===== src/hdl/zrld_pkg.sv =====
// Shared types and constants for the zero run-length decoder.
package zrld_pkg;

    // Decoder phase
    typedef enum logic [1:0] {
        PH_HEADER = 2'd0,
        PH_LENGTH = 2'd1,
        PH_CHUNK  = 2'd2
    } phase_t;

    // Length byte positions
    localparam logic [2:0] LS_FIRST  = 3'd0;
    localparam logic [2:0] LS_W_HI   = 3'd1;
    localparam logic [2:0] LS_W_LO   = 3'd2;
    localparam logic [2:0] LS_L_B3   = 3'd3;
    localparam logic [2:0] LS_L_B2   = 3'd4;
    localparam logic [2:0] LS_L_B1   = 3'd5;
    localparam logic [2:0] LS_L_B0   = 3'd6;

    localparam logic [7:0]  ZERO_BYTE = 8'h00;
    localparam logic [31:0] COUNT_ONE = 32'd1;

    // One decoded result
    typedef struct packed {
        logic [7:0]  value;
        logic [31:0] repeat_count;
        logic        is_header;
    } result_t;

endpackage


===== src/hdl/zrld_core.sv =====
// Decoder state and per-byte decode logic.
module zrld_core (
    input  logic             clk,
    input  logic             rst_n,
    input  logic             cfg_we,
    input  logic             cfg_mode,
    input  logic             accept,
    input  logic [7:0]       raw_byte,
    output logic             emit,
    output zrld_pkg::result_t res
);

    logic              mode_reg;
    zrld_pkg::phase_t  phase_reg, phase_next;
    logic              in_chunk_reg, in_chunk_next;
    logic [2:0]        stage_reg, stage_next;
    logic [31:0]       acc_reg, acc_next;
    logic [31:0]       remaining_reg, remaining_next;

    logic              len_done;
    logic [31:0]       len_val;
    logic [15:0]       word_len;
    logic [31:0]       remaining_dec;

    assign word_len      = {acc_reg[7:0], raw_byte};
    assign remaining_dec = remaining_reg - 32'd1;

    // Decode one byte
    always_comb
    begin
        phase_next     = phase_reg;
        in_chunk_next  = in_chunk_reg;
        stage_next     = stage_reg;
        acc_next       = acc_reg;
        remaining_next = remaining_reg;
        emit           = 1'b0;
        res.value        = raw_byte;
        res.repeat_count = zrld_pkg::COUNT_ONE;
        res.is_header    = 1'b0;
        len_done       = 1'b0;
        len_val        = 32'd0;

        if (!mode_reg)
        begin
            // plain pass-through, state untouched
            emit = 1'b1;
        end
        else
        begin
            case (phase_reg)
                zrld_pkg::PH_LENGTH:
                begin
                    case (stage_reg)
                        zrld_pkg::LS_W_HI:
                        begin
                            acc_next   = {24'd0, raw_byte};
                            stage_next = zrld_pkg::LS_W_LO;
                        end
                        zrld_pkg::LS_W_LO:
                        begin
                            if (word_len != 16'd0)
                            begin
                                len_done = 1'b1;
                                len_val  = {16'd0, word_len};
                            end
                            else
                            begin
                                acc_next   = 32'd0;
                                stage_next = zrld_pkg::LS_L_B3;
                            end
                        end
                        zrld_pkg::LS_L_B3, zrld_pkg::LS_L_B2, zrld_pkg::LS_L_B1:
                        begin
                            acc_next   = {acc_reg[23:0], raw_byte};
                            stage_next = stage_reg + 3'd1;
                        end
                        zrld_pkg::LS_L_B0:
                        begin
                            len_done = 1'b1;
                            len_val  = {acc_reg[23:0], raw_byte};
                        end
                        default:
                        begin
                            // first length byte; zero escapes to a 16-bit length
                            if (raw_byte != zrld_pkg::ZERO_BYTE)
                            begin
                                len_done = 1'b1;
                                len_val  = {24'd0, raw_byte};
                            end
                            else
                            begin
                                acc_next   = 32'd0;
                                stage_next = zrld_pkg::LS_W_HI;
                            end
                        end
                    endcase
                end
                zrld_pkg::PH_CHUNK:
                begin
                    emit           = 1'b1;
                    remaining_next = remaining_dec;
                    if (remaining_dec == 32'd0)
                    begin
                        phase_next    = zrld_pkg::PH_LENGTH;
                        in_chunk_next = 1'b0;
                        stage_next    = zrld_pkg::LS_FIRST;
                        acc_next      = 32'd0;
                    end
                end
                default:
                begin
                    // header byte
                    emit          = 1'b1;
                    res.is_header = 1'b1;
                    phase_next    = zrld_pkg::PH_LENGTH;
                    in_chunk_next = 1'b1;
                    stage_next    = zrld_pkg::LS_FIRST;
                    acc_next      = 32'd0;
                end
            endcase

            // complete length: start a chunk or emit a run
            if (len_done)
            begin
                stage_next = zrld_pkg::LS_FIRST;
                acc_next   = 32'd0;
                if (in_chunk_reg)
                begin
                    if (len_val != 32'd0)
                    begin
                        remaining_next = len_val;
                        phase_next     = zrld_pkg::PH_CHUNK;
                    end
                    else
                    begin
                        phase_next    = zrld_pkg::PH_LENGTH;
                        in_chunk_next = 1'b0;
                    end
                end
                else
                begin
                    phase_next    = zrld_pkg::PH_LENGTH;
                    in_chunk_next = 1'b1;
                    if (len_val != 32'd0)
                    begin
                        emit             = 1'b1;
                        res.value        = zrld_pkg::ZERO_BYTE;
                        res.repeat_count = len_val;
                    end
                end
            end
        end
    end

    // State registers; a config write restarts the stream
    always_ff @(posedge clk or negedge rst_n)
    begin
        if (!rst_n)
        begin
            mode_reg      <= 1'b1;
            phase_reg     <= zrld_pkg::PH_HEADER;
            in_chunk_reg  <= 1'b1;
            stage_reg     <= zrld_pkg::LS_FIRST;
            acc_reg       <= 32'd0;
            remaining_reg <= 32'd0;
        end
        else if (cfg_we)
        begin
            mode_reg      <= cfg_mode;
            phase_reg     <= zrld_pkg::PH_HEADER;
            in_chunk_reg  <= 1'b1;
            stage_reg     <= zrld_pkg::LS_FIRST;
            acc_reg       <= 32'd0;
            remaining_reg <= 32'd0;
        end
        else if (accept)
        begin
            phase_reg     <= phase_next;
            in_chunk_reg  <= in_chunk_next;
            stage_reg     <= stage_next;
            acc_reg       <= acc_next;
            remaining_reg <= remaining_next;
        end
    end

endmodule


===== src/hdl/zrld_out_reg.sv =====
// Result register with valid/ready output handshake.
module zrld_out_reg (
    input  logic              clk,
    input  logic              rst_n,
    input  logic              load,
    input  zrld_pkg::result_t res_in,
    output logic              can_load,
    output logic              out_valid,
    input  logic              out_ready,
    output zrld_pkg::result_t res_out
);

    logic              valid_reg;
    zrld_pkg::result_t res_reg;

    // free when empty or when the held result transfers this cycle
    assign can_load  = !valid_reg || out_ready;
    assign out_valid = valid_reg;
    assign res_out   = res_reg;

    always_ff @(posedge clk or negedge rst_n)
    begin
        if (!rst_n)
        begin
            valid_reg <= 1'b0;
        end
        else if (load)
        begin
            valid_reg <= 1'b1;
        end
        else if (out_ready)
        begin
            valid_reg <= 1'b0;
        end
    end

    always_ff @(posedge clk)
    begin
        if (load)
        begin
            res_reg <= res_in;
        end
    end

endmodule


===== src/hdl/zero_run_length_decoder.sv =====
// The result is registered: out_valid rises in the cycle after the input transfer; zero-result bytes emit nothing.
// Throughput: one byte per cycle while the result register can load, set by the single
//   result register and the state update in the decode core.
// Reset (rst_n, async low): compressed mode on, header expected, result register empty.
// A config write sets the mode and restarts the stream at the header.
module zero_run_length_decoder (
    input  logic        clk,
    input  logic        rst_n,
    input  logic        cfg_valid,
    output logic        cfg_ready,
    input  logic        cfg_data,
    input  logic        in_valid,
    output logic        in_ready,
    input  logic [7:0]  raw_byte,
    output logic        out_valid,
    input  logic        out_ready,
    output logic [7:0]  value,
    output logic [31:0] repeat_count,
    output logic        is_header
);

    logic              accept;
    logic              emit;
    logic              can_load;
    zrld_pkg::result_t res;
    zrld_pkg::result_t res_q;

    assign cfg_ready = 1'b1;
    assign in_ready  = can_load;
    assign accept    = in_valid && can_load;

    zrld_core u_core (
        .clk      (clk),
        .rst_n    (rst_n),
        .cfg_we   (cfg_valid),
        .cfg_mode (cfg_data),
        .accept   (accept),
        .raw_byte (raw_byte),
        .emit     (emit),
        .res      (res)
    );

    zrld_out_reg u_out (
        .clk       (clk),
        .rst_n     (rst_n),
        .load      (accept && emit),
        .res_in    (res),
        .can_load  (can_load),
        .out_valid (out_valid),
        .out_ready (out_ready),
        .res_out   (res_q)
    );

    assign value        = res_q.value;
    assign repeat_count = res_q.repeat_count;
    assign is_header    = res_q.is_header;

endmodule

===== config.mk =====
export PLATFORM = sky130hd
export DESIGN_NAME = zero_run_length_decoder
export DESIGN_NICKNAME = d
export VERILOG_FILES = /design/src/hdl/zrld_pkg.sv /design/src/hdl/zrld_core.sv /design/src/hdl/zrld_out_reg.sv /design/src/hdl/zero_run_length_decoder.sv
export SDC_FILE = /design/constraint.sdc
export NUM_CORES = 1
export LEC_CHECK = 0
export BUFFER_PORTS_ARGS = -buffer_cell sky130_fd_sc_hd__buf_2
export CORE_UTILIZATION = 50
export CTS_CLUSTER_DIAMETER = 60
export CTS_CLUSTER_SIZE = 8
export DETAILED_ROUTE_END_ITERATION = 12
export GPL_ROUTABILITY_DRIVEN = 0
export PLACE_DENSITY = 0.75
export SETUP_SLACK_MARGIN = 0.15
export SYNTH_ARGS = -nofsm -noshare
export SYNTH_HDL_FRONTEND = slang
export SYNTH_HIERARCHICAL = 1
export SYNTH_SLANG_ARGS = --single-unit

===== constraint.sdc =====
create_clock -name clk -period 3.8 [get_ports clk]
set_input_delay 0.19 -clock clk [delete_from_list [all_inputs] [get_ports clk]]
set_output_delay 0.19 -clock clk [all_outputs]
set_load 0.03 [all_outputs]

==> run summary <==
Detailed placement ended at an HPWL of 11.07 mm. Setup violations remaining at the end of the flow were counted as 0. The switching power summed over all nets is 0.7549 mW, and the via-per-instance ratio is 6.535. Across the run, the number of max-cap violations was 0. The sequential cells in the finished layout cover a total of 2835 um2. The die covers 12870 um2.

The die height is 113.4 um, and the accumulated negative setup slack is 0 ns. The total count of hold-check failures in the final report was 0. The startpoint type of the worst setup path is a flip-flop. Post-CTS timing repair inserted 0 buffers for setup. The most frequent standard cell in the layout excluding fill and tap cells is sky130_fd_sc_hd__dfrtp_1. In this run, synthesis produced a sequential element count of 105. For the post-layout total power, the log shows 2.557 mW. The floorplan die width came out at 113.4 um.

The logs give 700 for the net total in the final layout and 0.5437 ns for the post-layout worst setup margin. The cell at the root of the clock tree was sky130_fd_sc_hd__clkbuf_16. Dividing the detail-routed wire length by the instance count gives 19.63 um.

The clock network fraction of total power came out at 0.344. The maximum level of the CTS H-tree was 3. Setup repair after global routing left no endpoint under its margin. The antenna diode count was 0; the count of cell types in the netlist was 69. The critical path start-end classification was reg2reg. Synthesis handed over a netlist of 648 instances. The initialized floorplan defines 40 standard-cell rows.

Residual overflow from global routing: 0. A synthesized cell averages 9.583 um2. Entering global routing, the biggest net connects 54 pins. Share of total power in sequential cells: 0.488.

The worst path needs 3.256 ns of the cycle, external delays included. In this design, the stage delay of the slowest critical-path cell is 0.69 ns. TritonCTS built the clock tree. Counting along the longest clock path gives a buffer depth of 2. The register with the most flip-flops in the layout has 41 of them. The run finished with clean final reports. The tools report the count of fill cells added during filler insertion as 1027. Launch instance of the worst register-to-register path: u_core/remaining_reg[0]$_DFFE_PN0P_.

Dividing total power by cell area gives a power density of 372.2 nW/um2. The final core utilization is 0.5696. In this run the worst hold path is classified as in2async. The tools report the number of sinks driven by the clock tree as 105. The share of synthesized flip-flops with an asynchronous set or reset is 0.6095, and the leakage power is 2.781 nW. For the total count of max-transition violations in the final report, the log shows 0. The fraction of power spent switching nets came out at 0.2952. Post-route fraction of the period consumed by the critical path: 0.8569. The worst setup path is captured at a flip-flop. The via count of the routed design is 5555, and the multi-input combinational cell area is 3033 um2. The initial antenna violation count was 0; the post-CTS resize count was 0.

For the peak clock frequency supported by timing, the log shows 307.1 MHz. 58 I/O pins were placed. The total length of routed wires is 16.69 mm. The floorplan step defined a core boundary enclosing 12060 um2.

Counting stages on the worst path, the most repeated cell is sky130_fd_sc_hd__nor3_1. Across the VDD grid, the largest voltage drop is 253.9 uV. At the worst endpoint, the required time is 4.09 ns.

The run gives 0 as the count of hold-fix buffers inserted at cts. Yosys mapped a number of flops with a built-in enable equal to 41. The number of nets with antenna violations after detailed routing is 0. The logs give 0.5148 for the starting utilization of the core area and 0.35 ns for the insertion delay of the later-clocked pin in the worst-skew pair. At the pin with the least slew margin, the transition time is 1.019 ns.

The first global-routing pass estimated 26.99 mm of wire. The number of clock buffers added by TritonCTS is 9. First-iteration detailed-routing DRC count: 610.

The standard cell with the maximum stage delay on the critical path was sky130_fd_sc_hd__or4b_2. The synthesized netlist occupies a cell area of 6210 um2. The number of buffers and inverters on the critical path is 2. The maximum fanout along the worst path was 29; the net count after synthesis was 671. The number of input and output port buffers inserted was 56; the portion of total power attributed to combinational logic was 0.168.

Across all register-to-register paths, the minimum setup slack is 0.54 ns. Internal power comes to 1.802 mW. The tools report the total global routing track utilization as 0.2689. For this run, design rule violations remaining after detail routing come to 0.

The worst-case reg-to-reg path depth was 10; the post-place setup slack was 0.6224 ns. The fraction of final layout cells sized beyond drive strength 1 works out to 0.1979. In the layout the commonest cells are sky130_fd_sc_hd__dfrtp_1, sky130_fd_sc_hd__buf_2, sky130_fd_sc_hd__o21ai_0. Arrival time of data at the critical path endpoint: 3.54 ns. Clock-pin slew was measured on the worst setup and hold paths at 0.08 ns.

Critical path's top delay family: simple AND/OR/NAND/NOR gates. The first detailed-routing pass ran for 5 iterations. Via count of the first global-routing pass: 5125. Worst max-slew margin expressed relative to the limit: 0.3206.

The final clock skew came out at 0.008641 ns. Traced cell by cell, the critical path runs through inv_1 -> ha_1 -> or4b_2 -> nor3_1 -> nor3_1 -> nor4_1 -> and4_1 -> buf_4 -> o2111ai_1 -> a31o_1. Synthesis-to-finish area growth: 10.64%.

The sequential fraction of the synthesis area was 0.4566. The endpoint identified for the worst register-to-register timing path is u_core/in_chunk_reg$_DFFE_PN1P_. The tools report the total of warnings raised by yosys as 6. Among all flip-flop cells after synthesis, the most frequent one is sky130_fd_sc_hd__dfrtp_1.
## power by group through the flow
stage	logic [mW]	registers, mW	clock network, mW
final	0.430	1.25	0.879
after global routing	0.462	1.25	0.930
after CTS	0.425	1.25	0.887
after detailed placement	0.423	1.27	0
after global placement	0.418	1.27	0
after floorplan	0.242	1.33	0
## metrics by stage
step	hold WS [ns]	cells	cell area, um2
final	0.006624	850	6870
after global routing	0.08550	850	6870
after detailed placement	0.4157	834	6598
after floorplan	-0.1056	648	6210
after CTS	0.03971	850	6870
after global placement	0.4010	834	6598
## worst max-delay path by stage
stage,start,endpoint,slack [ns],cells after the start
floorplan,u_core/stage_reg[0]$_DFFE_PN0P_,u_out/res_out[0]$_DFFE_PP_,0.84,7
global placement,u_core/remaining_reg[0]$_DFFE_PN0P_,u_core/in_chunk_reg$_DFFE_PN1P_,0.72,10
detailed placement,u_core/remaining_reg[0]$_DFFE_PN0P_,u_core/in_chunk_reg$_DFFE_PN1P_,0.62,10
CTS,u_core/remaining_reg[0]$_DFFE_PN0P_,u_core/in_chunk_reg$_DFFE_PN1P_,0.61,10
global route,u_core/remaining_reg[0]$_DFFE_PN0P_,u_core/stage_reg[2]$_DFFE_PN0P_,0.37,10
finish,u_core/remaining_reg[0]$_DFFE_PN0P_,u_core/in_chunk_reg$_DFFE_PN1P_,0.54,10
## layout make-up
class,count,area share
well taps,168,0.03060
clock buffers,10,0.03333
clock inverters,6,0.006374
multi-input cells,465,0.4414
flip-flops and latches,105,0.4127
inverters,23,0.01257
repair buffers,73,0.06301
## routing by layer
layer / track usage / wire (um) / part of all wire
met1: 0.3720 / 7132 / 0.43
met2: 0.4151 / 7750 / 0.46
met3: 0.05313 / 1239 / 0.074
met4: 0.1123 / 567 / 0.034
met5: 0 / 0 / 0
## worst register-to-register path, delay by kind of cell, from the launching register on
| kind | cells | cell delay (ns) |
|---|---|---|
| and+or+nand+nor | 5 | 1.62 |
| DFF | 1 | 0.46 |
| buffers and inverters | 2 | 0.43 |
| AOI/OAI and AO/OA | 2 | 0.35 |
| adders and majority gates | 1 | 0.32 |
## synth_stat cells, drive strengths merged (3+ instances only)
cell type | count | area, um2
a31o | 3 | 26.28
nor2 | 28 | 105.1
edfxtp | 41 | 1231
and2 | 13 | 81.33
o21ai | 63 | 390.4
inv | 22 | 82.58
nand4 | 14 | 93.84
clkbuf | 46 | 172.7
xnor2 | 3 | 26.28
and3 | 33 | 206.5
a311oi | 6 | 52.55
or2 | 7 | 43.79
ha | 9 | 112.6
a31oi | 15 | 93.84
or4 | 9 | 71.32
a211oi | 5 | 37.54
buf | 9 | 95.09
nand2b | 29 | 191.4
nand2 | 23 | 86.33
a21boi | 3 | 33.78
dfrtp | 62 | 1551
or3 | 8 | 50.05
nor4 | 23 | 162.7
o2111ai | 27 | 236.5
a21oi | 39 | 195.2
nand3 | 16 | 80.08
o32ai | 9 | 78.83
nand3b | 5 | 37.54
nor3 | 32 | 160.2
nor2b | 9 | 56.30
## logic make-up (layout without fill, tap and decap cells)
group	Yosys count	after routing	synth area share
and+or+nand+nor	260	260	0.2452
DFF	105	105	0.4566
AOI/OAI and AO/OA	189	189	0.2132
buffers and inverters	78	112	0.05702
adders and majority gates	9	9	0.01813
xor gates and xnor gates	4	4	0.005643
other	1	1	0.0006039
muxes	2	2	0.003627
Note: power is estimated with default switching activity, not from simulation.
